**src/lcdx_pkg.sv**
```systemverilog
// ----------------------------------------------------------------------------
// lcdx_pkg
// Types, codes and constants shared by the LCD expander byte sequencer.
// ----------------------------------------------------------------------------
package lcdx_pkg;

  // Input function codes
  localparam logic [1:0] FUNC_COMMAND = 2'd0;
  localparam logic [1:0] FUNC_CHAR    = 2'd1;
  localparam logic [1:0] FUNC_GOTO    = 2'd2;

  // Register map: byte addresses
  localparam int unsigned CFG_ADDR_W = 3;
  localparam logic [CFG_ADDR_W-1:0] ADDR_DEVICE_ADDRESS = 3'd0;
  localparam logic [6:0] DEVICE_ADDRESS_RESET = 7'h27;

  // Expander pin bits
  localparam logic [7:0] PIN_BACKLIGHT = 8'h08;
  localparam logic [7:0] PIN_ENABLE    = 8'h04;
  localparam logic [7:0] PIN_RS        = 8'h01;

  // Display commands and cursor geometry
  localparam logic [7:0] CMD_HOME  = 8'h80;
  localparam logic [7:0] CMD_LINE1 = 8'hC0;
  localparam logic [5:0] LINE_CHARS   = 6'd16;
  localparam logic [5:0] SCREEN_CHARS = 6'd32;
  localparam logic [4:0] CURSOR_LINE1 = 5'd16;

  // Byte positions inside one transaction
  localparam logic [2:0] IDX_ADDR    = 3'd0;
  localparam logic [2:0] IDX_HI_EN   = 3'd1;
  localparam logic [2:0] IDX_HI      = 3'd2;
  localparam logic [2:0] IDX_LO_EN   = 3'd3;
  localparam logic [2:0] IDX_LO      = 3'd4;
  localparam logic [3:0] TXN_BYTES   = 4'd5;
  localparam logic [3:0] STEP_LAST_ONE = 4'd4;
  localparam logic [3:0] STEP_LAST_TWO = 4'd9;

  // Job queue depth
  localparam int unsigned QUEUE_DEPTH = 4;

  typedef struct packed {
    logic [1:0] func;
    logic [7:0] value;
    logic       line;
    logic [3:0] column;
  } in_item_t;

  typedef struct packed {
    logic [7:0] bus_byte;
    logic       start_before;
    logic       stop_after;
    logic       last;
  } out_item_t;

  // One classified item: a first transaction and an optional follow-up command
  typedef struct packed {
    logic [7:0] first_byte;
    logic       first_data;
    logic       two;
    logic [7:0] second_byte;
  } job_t;

  typedef struct packed {
    logic full;
    logic head_valid;
  } q_status_t;

endpackage

```
**src/char_lcd_expander_byte_sequencer.sv**
```systemverilog
// ----------------------------------------------------------------------------
// char_lcd_expander_byte_sequencer
// LCD commands, characters and cursor moves to I2C bytes for a 4-bit LCD.
// ----------------------------------------------------------------------------
// The first byte of an item passes through the job queue, then the output register.
// Each item gives 5 bytes, 10 when a line or screen wrap follows a
//   character; the back sequencer emits one byte per cycle while out_stall is low.
// Items are taken while the job queue has room (default four jobs).
// Reset: cursor counter 0, device address 0x27, queue and output empty.
// ----------------------------------------------------------------------------
module char_lcd_expander_byte_sequencer #(
  parameter int unsigned QueueDepth = lcdx_pkg::QUEUE_DEPTH
) (
  input  logic                               clk,
  input  logic                               rst,
  input  logic                               in_valid,
  output logic                               in_stall,
  input  lcdx_pkg::in_item_t                 in_item,
  output logic                               out_valid,
  input  logic                               out_stall,
  output lcdx_pkg::out_item_t                out_item,
  input  logic                               psel,
  input  logic                               penable,
  input  logic                               pwrite,
  input  logic [lcdx_pkg::CFG_ADDR_W-1:0]    paddr,
  input  logic [31:0]                        pwdata,
  output logic [31:0]                        prdata,
  output logic                               pready
);
  import lcdx_pkg::*;

  logic [6:0] device_address;
  logic       push;
  logic       pop;
  job_t       push_job;
  job_t       head;
  q_status_t  q_status;

  // Configuration register
  assign pready = 1'b1;
  assign prdata = (paddr == ADDR_DEVICE_ADDRESS) ? {25'd0, device_address} : 32'd0;

  always_ff @(posedge clk) begin
    if (rst) begin
      device_address <= DEVICE_ADDRESS_RESET;
    end else if (psel && penable && pwrite && pready && paddr == ADDR_DEVICE_ADDRESS) begin
      device_address <= pwdata[6:0];
    end
  end

  lcdx_front u_front (
    .clk      (clk),
    .rst      (rst),
    .in_valid (in_valid),
    .in_stall (in_stall),
    .in_item  (in_item),
    .q_status (q_status),
    .push     (push),
    .push_job (push_job)
  );

  lcdx_queue #(
    .Depth (QueueDepth)
  ) u_queue (
    .clk      (clk),
    .rst      (rst),
    .push     (push),
    .push_job (push_job),
    .pop      (pop),
    .head     (head),
    .status   (q_status)
  );

  lcdx_back u_back (
    .clk            (clk),
    .rst            (rst),
    .device_address (device_address),
    .head           (head),
    .q_status       (q_status),
    .pop            (pop),
    .out_valid      (out_valid),
    .out_stall      (out_stall),
    .out_item       (out_item)
  );

  // No job is queued while the queue is full
  a_no_push_full: assert property (@(posedge clk) disable iff (rst)
    push |-> !q_status.full)
    else $error("job pushed into full queue");

  // A job is retired only when one is held
  a_pop_valid: assert property (@(posedge clk) disable iff (rst)
    pop |-> q_status.head_valid)
    else $error("job retired from empty queue");

  // The closing byte of an item always ends a bus transaction
  a_last_stop: assert property (@(posedge clk) disable iff (rst)
    (out_valid && out_item.last) |-> out_item.stop_after)
    else $error("last byte without stop");

  // A retired job puts a valid byte on the output next cycle
  a_pop_out: assert property (@(posedge clk) disable iff (rst)
    pop |=> (out_valid && out_item.last))
    else $error("retired job did not present its last byte");

endmodule

```
**src/lcdx_queue.sv**
```systemverilog
// ----------------------------------------------------------------------------
// lcdx_queue
// Short job queue between the classifying front and the byte sequencer.
// ----------------------------------------------------------------------------
module lcdx_queue #(
  parameter int unsigned Depth = lcdx_pkg::QUEUE_DEPTH
) (
  input  logic               clk,
  input  logic               rst,
  input  logic               push,
  input  lcdx_pkg::job_t     push_job,
  input  logic               pop,
  output lcdx_pkg::job_t     head,
  output lcdx_pkg::q_status_t status
);
  import lcdx_pkg::*;

  localparam int unsigned PtrW = (Depth > 1) ? $clog2(Depth) : 1;
  localparam int unsigned CntW = $clog2(Depth + 1);
  localparam logic [PtrW-1:0] PtrMax  = PtrW'(Depth - 1);
  localparam logic [CntW-1:0] CntFull = CntW'(Depth);

  job_t            entries [Depth];
  logic [PtrW-1:0] wr_ptr;
  logic [PtrW-1:0] rd_ptr;
  logic [CntW-1:0] count;

  // Store new job at the tail
  always_ff @(posedge clk) begin
    if (push) begin
      entries[wr_ptr] <= push_job;
    end
  end

  // Advance pointers and track fill level
  always_ff @(posedge clk) begin
    if (rst) begin
      wr_ptr <= '0;
      rd_ptr <= '0;
      count  <= '0;
    end else begin
      if (push) begin
        wr_ptr <= (wr_ptr == PtrMax) ? '0 : wr_ptr + 1'b1;
      end
      if (pop) begin
        rd_ptr <= (rd_ptr == PtrMax) ? '0 : rd_ptr + 1'b1;
      end
      if (push && !pop) begin
        count <= count + 1'b1;
      end else if (pop && !push) begin
        count <= count - 1'b1;
      end
    end
  end

  assign head              = entries[rd_ptr];
  assign status.full       = (count == CntFull);
  assign status.head_valid = (count != '0);

endmodule

```
**src/lcdx_front.sv**
```systemverilog
// ----------------------------------------------------------------------------
// lcdx_front
// Accepts input transactions, classifies them and tracks the cursor counter.
// ----------------------------------------------------------------------------
module lcdx_front (
  input  logic                clk,
  input  logic                rst,
  input  logic                in_valid,
  output logic                in_stall,
  input  lcdx_pkg::in_item_t  in_item,
  input  lcdx_pkg::q_status_t q_status,
  output logic                push,
  output lcdx_pkg::job_t      push_job
);
  import lcdx_pkg::*;

  logic [4:0] cursor;
  logic [4:0] cursor_next;
  logic [5:0] cursor_inc;
  logic       accept;
  logic       known;

  assign in_stall   = q_status.full;
  assign accept     = in_valid && !in_stall;
  assign cursor_inc = {1'b0, cursor} + 6'd1;

  // Classify the item into one or two transactions
  always_comb begin
    known                = 1'b1;
    cursor_next          = cursor;
    push_job.first_byte  = in_item.value;
    push_job.first_data  = 1'b0;
    push_job.two         = 1'b0;
    push_job.second_byte = CMD_HOME;
    unique case (in_item.func)
      FUNC_COMMAND: begin
      end
      FUNC_CHAR: begin
        push_job.first_data = 1'b1;
        if (cursor_inc == LINE_CHARS) begin
          push_job.two         = 1'b1;
          push_job.second_byte = CMD_LINE1;
          cursor_next          = CURSOR_LINE1;
        end else if (cursor_inc == SCREEN_CHARS) begin
          push_job.two         = 1'b1;
          push_job.second_byte = CMD_HOME;
          cursor_next          = '0;
        end else begin
          cursor_next = cursor_inc[4:0];
        end
      end
      FUNC_GOTO: begin
        push_job.first_byte = CMD_HOME | {1'b0, in_item.line, 2'b00, in_item.column};
        cursor_next         = {in_item.line, in_item.column};
      end
      default: begin
        known = 1'b0;
      end
    endcase
  end

  // Drop unused codes; queue everything else
  assign push = accept && known;

  // Hold cursor until a transaction is taken
  always_ff @(posedge clk) begin
    if (rst) begin
      cursor <= '0;
    end else if (push) begin
      cursor <= cursor_next;
    end
  end

endmodule

```
**src/lcdx_back.sv**
```systemverilog
// ----------------------------------------------------------------------------
// lcdx_back
// Byte sequencer: turns queued jobs into I2C bytes, one per cycle while the output is not stalled.
// ----------------------------------------------------------------------------
module lcdx_back (
  input  logic                clk,
  input  logic                rst,
  input  logic [6:0]          device_address,
  input  lcdx_pkg::job_t      head,
  input  lcdx_pkg::q_status_t q_status,
  output logic                pop,
  output logic                out_valid,
  input  logic                out_stall,
  output lcdx_pkg::out_item_t out_item
);
  import lcdx_pkg::*;

  logic [3:0] step;
  logic [3:0] idx_wide;
  logic [2:0] idx;
  logic       second_half;
  logic [7:0] cmd;
  logic [7:0] mode;
  logic [7:0] hi;
  logic [7:0] lo;
  logic       final_step;
  logic       advance;
  logic       load;
  out_item_t  item_next;

  assign advance     = !out_valid || !out_stall;
  assign load        = advance && q_status.head_valid;
  assign second_half = (step >= TXN_BYTES);
  assign idx_wide    = second_half ? step - TXN_BYTES : step;
  assign idx         = idx_wide[2:0];
  assign cmd         = second_half ? head.second_byte : head.first_byte;
  assign mode        = PIN_BACKLIGHT | ((!second_half && head.first_data) ? PIN_RS : 8'h00);
  assign hi          = {cmd[7:4], 4'b0000};
  assign lo          = {cmd[3:0], 4'b0000};
  assign final_step  = (step == STEP_LAST_TWO) || (step == STEP_LAST_ONE && !head.two);
  assign pop         = load && final_step;

  // Pick the byte for this step
  always_comb begin
    case (idx)
      IDX_ADDR:  item_next.bus_byte = {device_address, 1'b0};
      IDX_HI_EN: item_next.bus_byte = hi | mode | PIN_ENABLE;
      IDX_HI:    item_next.bus_byte = hi | mode;
      IDX_LO_EN: item_next.bus_byte = lo | mode | PIN_ENABLE;
      default:   item_next.bus_byte = lo | mode;
    endcase
    item_next.start_before = (idx == IDX_ADDR);
    item_next.stop_after   = (idx == IDX_LO);
    item_next.last         = final_step;
  end

  // Advance the step counter
  always_ff @(posedge clk) begin
    if (rst) begin
      step <= '0;
    end else if (load) begin
      step <= final_step ? '0 : step + 1'b1;
    end
  end

  // Output register
  always_ff @(posedge clk) begin
    if (rst) begin
      out_valid <= 1'b0;
    end else if (advance) begin
      out_valid <= q_status.head_valid;
    end
  end

  always_ff @(posedge clk) begin
    if (load) begin
      out_item <= item_next;
    end
  end

endmodule

```
**config.mk**
```make
export PLATFORM = sky130hd
export DESIGN_NAME = char_lcd_expander_byte_sequencer
export DESIGN_NICKNAME = d
export VERILOG_FILES = /design/src/lcdx_pkg.sv /design/src/char_lcd_expander_byte_sequencer.sv /design/src/lcdx_queue.sv /design/src/lcdx_front.sv /design/src/lcdx_back.sv
export SDC_FILE = /design/constraint.sdc
export NUM_CORES = 1
export LEC_CHECK = 0
export BUFFER_PORTS_ARGS = -buffer_cell sky130_fd_sc_hd__clkbuf_2
export CORE_AREA = 10 10 107 109
export CTS_BUF_LIST = sky130_fd_sc_hd__clkbuf_4 sky130_fd_sc_hd__clkbuf_8
export DETAILED_ROUTE_END_ITERATION = 7
export DIE_AREA = 0 0 117 119
export GPL_TIMING_DRIVEN = 0
export PLACE_DENSITY_LB_ADDON = 0.25
export REMOVE_ABC_BUFFERS = 1
export SKIP_LAST_GASP = 1
export SYNTH_ARGS = -nofsm -noshare
export SYNTH_HDL_FRONTEND = slang
export SYNTH_HIERARCHICAL = 1
export SYNTH_SLANG_ARGS = --single-unit
```
**constraint.sdc**
```tcl
create_clock -name clk -period 3.18 [get_ports clk]
set_input_delay 0.636 -clock clk [delete_from_list [all_inputs] [get_ports clk]]
set_output_delay 0.636 -clock clk [all_outputs]
set_load 0.02 [all_outputs]
```
==> impl_metrics.tcl, run 1 <==
set metrics [dict create \
    status "finished clean" \
    synth_largest_type_area_fraction_pct 46.6 \
    critical_path.n_buffers_inverters 1 \
    timing.max_cap.violations 0 \
    grt_max_degree 32 \
    dpl_cell_area_sq_um 5480 \
    multi_input_area_sq_um 2020 \
    family_with_the_most_delay_on_the_worst_path "compound AO/OA/AOI/OAI gates" \
    ys.warnings.count 6 \
    clock_path_buffers 2 \
    drtAntennaViolNets 0 \
    yosysUniqueCellTypes 62 \
    syn-instance-count 386 \
    groute.usage.overall_pct 13.5 \
    share_of_synthesized_area_occupied_by_flip_flops_and_latches_pct 56.4 \
    post-route-period-util_pct 93.5 \
    max_freq_ghz 0.336 \
    data_required_critical_path_ns 3.39 \
    routabilityCongestion 0.831 \
    leading_register_cell_type_out_of_synthesis "edfxtp_1" \
    synth.avg_cell_area_sq_um 13.8 \
    rsz0062_at_grt "false" \
    filler_cell_count 723 \
    core_area_sq_um 9460 \
    drive_gt1_share_pct 24.8 \
    chip_width_um 117 \
    crit_path_top_delay_cell "dfxtp_1" \
    timing.critical_path.cells "inv_1 > ha_1 > nand2b_2 > a21oi_4 > mux2i_1 > o21ai_1 > a221oi_2" \
    regToRegStartpoint "u_back/step[1]" \
    detail_route.vias_per_cell 5.47 \
    worst_setup_path_start_kind "register" \
    crit_startpoint "u_back/step[1]" \
    dieArea_sq_um 13900 \
    critPathKind "register to register" \
    worst_skew_pair.late_latency_ns 0.38 \
    first_pass_grt_wire_length_um 14800 \
    cp-end-kind "register" \
    final_max_slew_viol_count 0 \
    clock_sink_count 109 \
    port_buffers 51 \
    hold_viol 0 \
    max-vdd-ir-drop_v 0.000278 \
    first_global_vias 2992 \
    top_level_ports 103 \
    antenna_violations_before_repair 0 \
    tightest_slew_ns 0.978 \
    power_density_nw_per_um2 557 \
    post-route-cell-area_sq_um 5730 \
    synth-edff-count 83 \
    final_nets 503 \
    wl_per_cell_um 16.8 \
    postRouteWirelength_um 9220 \
    die_span_y_um 119 \
    max_slew_margin_pct 34.8 \
    setup_viol 0 \
    cts-buffers-inserted 9 \
    cts_root_buf "clkbuf_8" \
    cts.hold.buffers_added 0 \
    yosysTopAreaCell "edfxtp_1" \
    detailedRoute.firstIterationViolations 127 \
    cts_htree_levels 3 \
    tritoncts_clock_tree "done" \
    dpl.cell_count 532 \
    critPathArrivalTime_ns 3.18 \
    total_congestion_overflow_after_global_routing 0 \
    clkSlewWorstSetupHoldPaths_ns 0.09 \
    floorplan.initialDensity_pct 56.5 \
    leakage_uw 0.00218 \
    yosys_register_bits 109 \
    seq_area_sq_um 3020 \
    clock_skew_ns 0.00831 \
    final_cells 550 \
    timing.hold.worst.start "out_stall" \
    antenna_cells 0 \
    cp_max_fo 21 \
    async_flop_share_pct 0 \
    num_vias 3006 \
    syn-cell-area_sq_um 5350 \
    worst_path_largest_cell_delay_ns 0.63 \
    post_synth_main_area_contributors "edfxtp_1 (47%), dfxtp_1 (9.7%), buf_4 (4.9%)" \
    detailed_place_hpwl_um 6540 \
    hold-worst-slack_ns 0.505 \
    rows 36 \
    synthToLayoutAreaGrowth_pct 7.19 \
    hold_crit_path_type "primary input to register" \
    drc_errors 0 \
    firstDrtPassIters 4 \
    period_minus_slack_ns 2.97 \
]
[cell usage in the layout (no fill, tap or decap), drive strengths merged, types with 2 or more instances in the layout]
cell    synthesis  routed
edfxtp         83      83
clkbuf          3      62
conb            4      33
nor2           28      28
mux2i          26      26
dfxtp          26      26
mux4           18      18
and2           15      15
ha             14      14
inv            14      14
a21oi          13      13
o21ai          12      12
nand2          10      10
nand2b          8       8
a211oi          8       8
mux2            6       6
nor2b           5       5
nor3            5       5
and3            5       5
or3             4       4
nor3b           4       4
a22oi           3       3
bufinv          0       2
clkinv          0       2
o41ai           2       2
nand3b          2       2
o22ai           2       2
xor2            2       2
buf            45       2
[report_power, final]
group	switching, uW	leakage (uW)	internal [uW]
Combinational	359	0.00109	209
Clock	448	0.000111	464
Sequential	56.2	0.000979	1660
Total	863	0.00218	2330
[stage by stage]
| step | power (uW) | utilization (%) | setup TNS [ns] | setup slack (ns) |
|---|---|---|---|---|
| floorplan | 2150 | - | 0 | 0.0733 |
| global placement | 2300 | 57.9 | -1.22 | -0.515 |
| detailed placement | 2320 | 57.9 | -1.32 | -0.575 |
| CTS | 3220 | 60.3 | 0 | 0.0186 |
| global route | 3350 | 60.6 | 0 | 0.0331 |
| finish | 3190 | 60.6 | 0 | 0.207 |
[layer usage]
layer | vias to the layer above | routed length [um] | share of wire, % | track usage, %
met3 | 14 | 608 | 6.6 | 3.87
met5 | - | 0 | 0 | 0
li1 | 1460 | - | - | -
met1 | 1447 | 4010 | 44 | 17.3
met4 | 0 | 144 | 1.6 | 5.56
met2 | 85 | 4450 | 48 | 21.1
[worst reg2reg max path, stage by stage (launching register included)]
cell and delay (ns):
dfxtp_1 0.63, inv_1 0.18, ha_1 0.24, nand2b_2 0.20, a21oi_4 0.58, mux2i_1 0.57, o21ai_1 0.16, a221oi_2 0.25
[layout make-up]
cell class / instances / area share (%)
Timing Repair Buffer: 53 / 4.72
Clock buffer: 11 / 2.42
Multi-Input combinational cell: 244 / 35.3
Tap cell: 114 / 2.49
Clock inverter: 5 / 1.49
Inverter: 14 / 0.917
Sequential cell: 109 / 52.7
[cells by family (layout without fill, tap and decap cells)]
kind of cell / count (synthesis) / after routing / synth area share (%)
muxes: 50 / 50 / 14.3
adders and majority gates: 15 / 15 / 3.65
xor gates and xnor gates: 3 / 3 / 0.492
buffers and inverters: 62 / 83 / 7.96
AOI/OAI and AO/OA: 49 / 49 / 6.76
and+or+nand+nor: 94 / 94 / 10.1
other: 4 / 33 / 0.281
DFF: 109 / 109 / 56.4
[synth_stat cells, types with 3 or more instances]
| master | n |
|---|---|
| nor3b_1 | 4 |
| nand2_1 | 10 |
| and3_1 | 4 |
| buf_2 | 5 |
| buf_4 | 35 |
| a21oi_1 | 11 |
| nor2_1 | 27 |
| or3_1 | 4 |
| o21ai_1 | 4 |
| nor2b_1 | 5 |
| inv_1 | 13 |
| ha_1 | 14 |
| and2_2 | 7 |
| mux4_1 | 8 |
| conb_1 | 4 |
| a211oi_1 | 6 |
| and2_1 | 8 |
| nand2b_1 | 7 |
| o21ai_0 | 7 |
| edfxtp_1 | 83 |
| mux2i_1 | 26 |
| dfxtp_1 | 26 |
| a22oi_1 | 3 |
| clkbuf_1 | 3 |
| mux2_2 | 4 |
| mux4_2 | 10 |
| buf_6 | 3 |
| nor3_1 | 4 |
[what timing repair did]
action                                  in CTS  in global routing
endpoints found under the setup margin       3                  2
hold endpoints to repair                     0                  0
gates resized for setup                      3                  1
buffers inserted                             0                  2
[registers in the layout, summed over array words and instances, names as in the netlist, named ones only]
| register | count |
|---|---|
| u_queue/wr_ptr | 2 |
| u_back/out_valid | 1 |
| device_address | 7 |
| u_back/out_item | 11 |
| u_queue/count | 3 |
| u_front/cursor | 5 |
| u_back/step | 4 |
| u_queue/entries | 72 |
| u_queue/rd_ptr | 2 |
[worst paths after layout]
path	endpoint	slack (ns)	cells past startpoint
worst max-delay path	u_back/out_item[8]	0.21	7
worst min-delay path	u_back/out_valid	0.50	3
worst max register to register	u_back/out_item[8]	0.21	7
worst min register to register	u_queue/count[2]	0.51	2
(Power assumes the default switching activity.)
==> inputs of run 2 (changes only) <==
--- a/config.mk
+++ b/config.mk
@@ -12,6 +12,7 @@
 export DIE_AREA = 0 0 117 119
 export GPL_TIMING_DRIVEN = 0
 export PLACE_DENSITY_LB_ADDON = 0.25
+export RECOVER_POWER = 50
 export REMOVE_ABC_BUFFERS = 1
 export SKIP_LAST_GASP = 1
 export SYNTH_ARGS = -nofsm -noshare
==> impl_metrics.tcl, run 2 (synthesis gave the netlist of run 1 again) <==
set metrics [dict create \
    drc_errors 0 \
    max-vdd-ir-drop_v 0.000278 \
    largest_reg_flops 72 \
    dpl.cell_count 532 \
    cts_htree_levels 3 \
    cts-buffers-inserted 9 \
    hold-worst-slack_ns 0.505 \
    data_required_critical_path_ns 3.30 \
    num_vias 3012 \
    hold_viol 0 \
    port_buffers 51 \
    post-route-cell-area_sq_um 5690 \
    rsz0062_at_grt "false" \
    drtAntennaViolNets 0 \
    detailed_place_hpwl_um 6540 \
    die_span_y_um 119 \
    leakage_uw 0.00211 \
    rows 36 \
    final_common_cell "edfxtp_1" \
    clock_sink_count 109 \
    total_congestion_overflow_after_global_routing 0 \
    tightest_slew_ns 1.44 \
    cts_root_buf "clkbuf_8" \
    reg.largest.list "u_queue/entries x72, u_back/out_item x11, device_address x7" \
    first_global_vias 2992 \
    final_nets 503 \
    regToRegStartpoint "u_back/step[1]" \
    post-route-util_pct 60.1 \
    critPathKind "register to register" \
    wl_per_cell_um 16.8 \
    dieArea_sq_um 13900 \
    antenna_violations_before_repair 0 \
    postRouteWirelength_um 9230 \
    worst_setup_path_start_kind "register" \
    final_max_slew_viol_count 0 \
    clock_path_buffers 2 \
    groute.usage.overall_pct 13.5 \
    hold_crit_path_type "primary input to register" \
    post-route-period-util_pct 93.8 \
    core_area_sq_um 9460 \
    timing.max_cap.violations 0 \
    first_pass_grt_wire_length_um 14800 \
    worst_skew_pair.late_latency_ns 0.38 \
    cp-end-kind "register" \
    detail_route.vias_per_cell 5.48 \
    clkSlewWorstSetupHoldPaths_ns 0.10 \
    setup_viol 0 \
    status "finished clean" \
    chip_width_um 117 \
    routabilityCongestion 0.831 \
    drive_gt1_share_pct 19.5 \
    mostFrequentLayoutCells "edfxtp_1 (83), conb_1 (33), clkbuf_2 (32), nor2_1 (27), mux2i_1 (26)" \
    detailedRoute.firstIterationViolations 127 \
    power_density_nw_per_um2 559 \
    cp_max_fo 21 \
    top_level_ports 103 \
    grt_max_degree 32 \
    max_freq_ghz 0.335 \
    period_minus_slack_ns 2.98 \
    timing.hold.worst.start "out_stall" \
    clock_skew_ns 0.00915 \
    registers.top_by_ff_count "u_queue/entries" \
    antenna_cells 0 \
    firstDrtPassIters 4 \
    crit_startpoint "u_back/step[1]" \
    critPathArrivalTime_ns 3.10 \
    max_slew_margin_pct 2.75 \
    dpl_cell_area_sq_um 5480 \
    synthToLayoutAreaGrowth_pct 6.37 \
    floorplan.initialDensity_pct 56.5 \
    tritoncts_clock_tree "done" \
    final_cells 550 \
]
run 2: metal layers:
metal / vias up / global-route usage (%) / wire length (um)
met3: 14 / 3.87 / 586
li1: 1462 / - / -
met5: - / 0 / 0
met2: 93 / 21.1 / 4490
met4: 0 / 5.56 / 144
met1: 1443 / 17.3 / 4010
run 2: report_power, final:
part           total (uW)  leakage [uW]  switching (uW)  internal [uW]
registers            1710      0.000979            56.0           1660
logic                 554       0.00102             358            196
clock network         912      0.000111             448            464
run 2: area by class of cell:
cell class,count,area (sq um)
fillers,742,3770
flip-flops and latches,109,3020
multi-input cells,244,2000
repair buffers,53,246
well taps,114,143
clock buffers,11,139
clock inverters,5,85.1
inverters,14,52.6
run 2: worst paths after layout:
| check | cells after the start | slack [ns] | to |
|---|---|---|---|
| hold / removal | 3 | 0.51 | u_back/out_valid |
| setup / recovery | 7 | 0.20 | u_back/out_item[10] |
| hold reg to reg | 2 | 0.51 | u_queue/count[2] |
| setup reg to reg | 7 | 0.20 | u_back/out_item[10] |
run 2: timing repair:
item	CTS	global route
setup endpoints to repair	3	2
hold endpoints to repair	0	0
gates resized for setup	3	1
cloned	0	0
hold buffers	0	0
pin swaps	0	0
setup buffers	0	2
run 2: metrics by stage:
stage	TNS, ns	power, uW	setup WS (ns)
after floorplan	0	2150	0.0733
after global placement	-1.22	2300	-0.515
after detailed placement	-1.32	2320	-0.575
after CTS	0	3220	0.0186
after global routing	0	3340	0.0331
final	0	3180	0.197
run 2: critical path: stages (launching register included):
cell,delay [ns]
dfxtp_1,0.64
inv_1,0.18
ha_1,0.24
nand2b_2,0.20
a21oi_4,0.57
mux2i_1,0.34
a2111oi_2,0.48
a211oi_2,0.07
==> inputs of run 3 (changes only) <==
--- a/config.mk
+++ b/config.mk
@@ -11,7 +11,7 @@
 export DETAILED_ROUTE_END_ITERATION = 7
 export DIE_AREA = 0 0 117 119
 export GPL_TIMING_DRIVEN = 0
-export PLACE_DENSITY_LB_ADDON = 0.25
+export PLACE_DENSITY_LB_ADDON = 0.1
 export RECOVER_POWER = 50
 export REMOVE_ABC_BUFFERS = 1
 export SKIP_LAST_GASP = 1
==> impl_metrics.tcl, run 3 (synthesis gave the netlist of run 1 again) <==
set metrics [dict create \
    status "finished clean" \
    worstReg2RegEnd "u_back/out_item[8]" \
    grt_max_degree 32 \
    post-route-cell-area_sq_um 5650 \
    chip_width_um 117 \
    detail_route.vias_per_cell 5.45 \
    critPathKind "register to register" \
    worst_skew_pair.late_latency_ns 0.36 \
    postRouteWirelength_um 9330 \
    setup_viol 0 \
    final_common_cell "edfxtp_1" \
    clock_skew_ns 0.00701 \
    final_cells 549 \
    clock_path_buffers 2 \
    power_density_nw_per_um2 546 \
    port_buffers 51 \
    mostFrequentLayoutCells "edfxtp_1 (83), conb_1 (33), clkbuf_2 (33), nor2_1 (27), mux2i_1 (26)" \
    drc_errors 0 \
    worstRegToRegCells 7 \
    rsz0062_at_grt "true" \
    clock_sink_count 109 \
    totalNegativeSetupSlack_ns 0 \
    cp-end-kind "register" \
    routabilityCongestion 0.799 \
    antenna_violations_before_repair 0 \
    num_vias 2993 \
    clkSlewWorstSetupHoldPaths_ns 0.10 \
    post-route-worst-setup-slack_ns 0.222 \
    detailed_place_hpwl_um 6690 \
    period_minus_slack_ns 2.96 \
    top_level_ports 103 \
    reg.largest.list "u_queue/entries x72, u_back/out_item x11, device_address x7" \
    registers.top_by_ff_count "u_queue/entries" \
    detailedRoute.firstIterationViolations 173 \
    max_slew_margin_pct 1.98 \
    firstDrtPassIters 4 \
    cts.hold.buffers_added 0 \
    cts-buffers-inserted 9 \
    critPathArrivalTime_ns 3.16 \
    timing.hold.worst.start "u_queue/count[2]" \
    detailedPlace.worstSlack_ns -0.564 \
    hold_path_depth 2 \
    final_nets 502 \
    first_global_vias 2953 \
    timing.reg2reg.setup_slack_ns 0.22 \
    total_congestion_overflow_after_global_routing 0 \
    post-route-period-util_pct 93.0 \
    synthToLayoutAreaGrowth_pct 5.76 \
    die_span_y_um 119 \
    drtAntennaViolNets 0 \
    cts_htree_levels 3 \
    largest_reg_flops 72 \
    multi_input_area_sq_um 2000 \
    seq_area_sq_um 3020 \
    post-route-util_pct 59.8 \
    tightest_slew_ns 1.45 \
    regToRegStartpoint "u_back/step[1]" \
    hold_viol 0 \
    drive_gt1_share_pct 19.1 \
    hold_crit_path_type "register to register" \
    data_required_critical_path_ns 3.38 \
    timing.max_cap.violations 0 \
    dpl_cell_area_sq_um 5480 \
    antenna_cells 0 \
    dpl.cell_count 532 \
    cp_max_fo 21 \
    tritoncts_clock_tree "done" \
    max_freq_ghz 0.338 \
    floorplan.initialDensity_pct 56.5 \
    max-vdd-ir-drop_v 0.000227 \
    cts_root_buf "clkbuf_8" \
    groute.usage.overall_pct 13.8 \
    filler_cell_count 800 \
    final_max_slew_viol_count 0 \
    wl_per_cell_um 17.0 \
    whs_endpoint "u_queue/count[2]" \
    rows 36 \
    leakage_uw 0.00209 \
    first_pass_grt_wire_length_um 15100 \
    worst_setup_path_start_kind "register" \
    dieArea_sq_um 13900 \
    core_area_sq_um 9460 \
]
==> run 3: power breakdown <==
group | internal, uW | switching (uW)
sequential | 1660 | 55.0
combinational | 196 | 356
clock | 369 | 456
total | 2220 | 867
==> run 3: cell type report <==
| type | count | area share, % |
|---|---|---|
| clock inverter | 7 | 1.31 |
| sequential | 109 | 53.4 |
| tap | 114 | 2.52 |
| inverter | 14 | 0.930 |
| multi-input combinational | 244 | 35.4 |
| timing repair buffer | 52 | 4.25 |
| clock buffer | 9 | 2.19 |
==> run 3: timing repair <==
item,4_1_cts,5_1_grt
setup endpoints to repair,3,2
gates resized for setup,3,1
buffers inserted,0,1
==> run 3: layer usage <==
metal  track usage (%)  vias up  routed length, um
met4              6.41        0                186
met3              2.71       15                595
met5                 0        -                  0
li1                  -     1453                  -
met1              17.2     1451               4080
met2              22.6       74               4460
==> run 3: stage by stage <==
stage | hold WS (ns) | power [uW]
after floorplan | 0.455 | 2150
after global placement | 0.486 | 2300
after detailed placement | 0.502 | 2320
after CTS | 0.501 | 3140
after global routing | 0.497 | 3250
final | 0.513 | 3090
==> run 3: worst max-delay path, cell delays in order, from the launching register on <==
cell      delay [ns]
dfxtp_1         0.63
inv_1           0.18
ha_1            0.24
nand2b_2        0.20
a21oi_4         0.57
mux2i_1         0.55
o21ai_1         0.16
a221oi_2        0.26
==> run 3: worst max path at each step <==
stage                     slack, ns                  to           start
after floorplan                0.07    u_queue/count[2]        register
after global placement        -0.51    u_queue/count[2]        register
after detailed placement      -0.56    u_queue/count[2]        register
after CTS                      0.03    u_queue/count[2]        register
after global routing         -0.008  u_back/out_item[8]  u_back/step[1]
final                          0.22  u_back/out_item[8]  u_back/step[1]
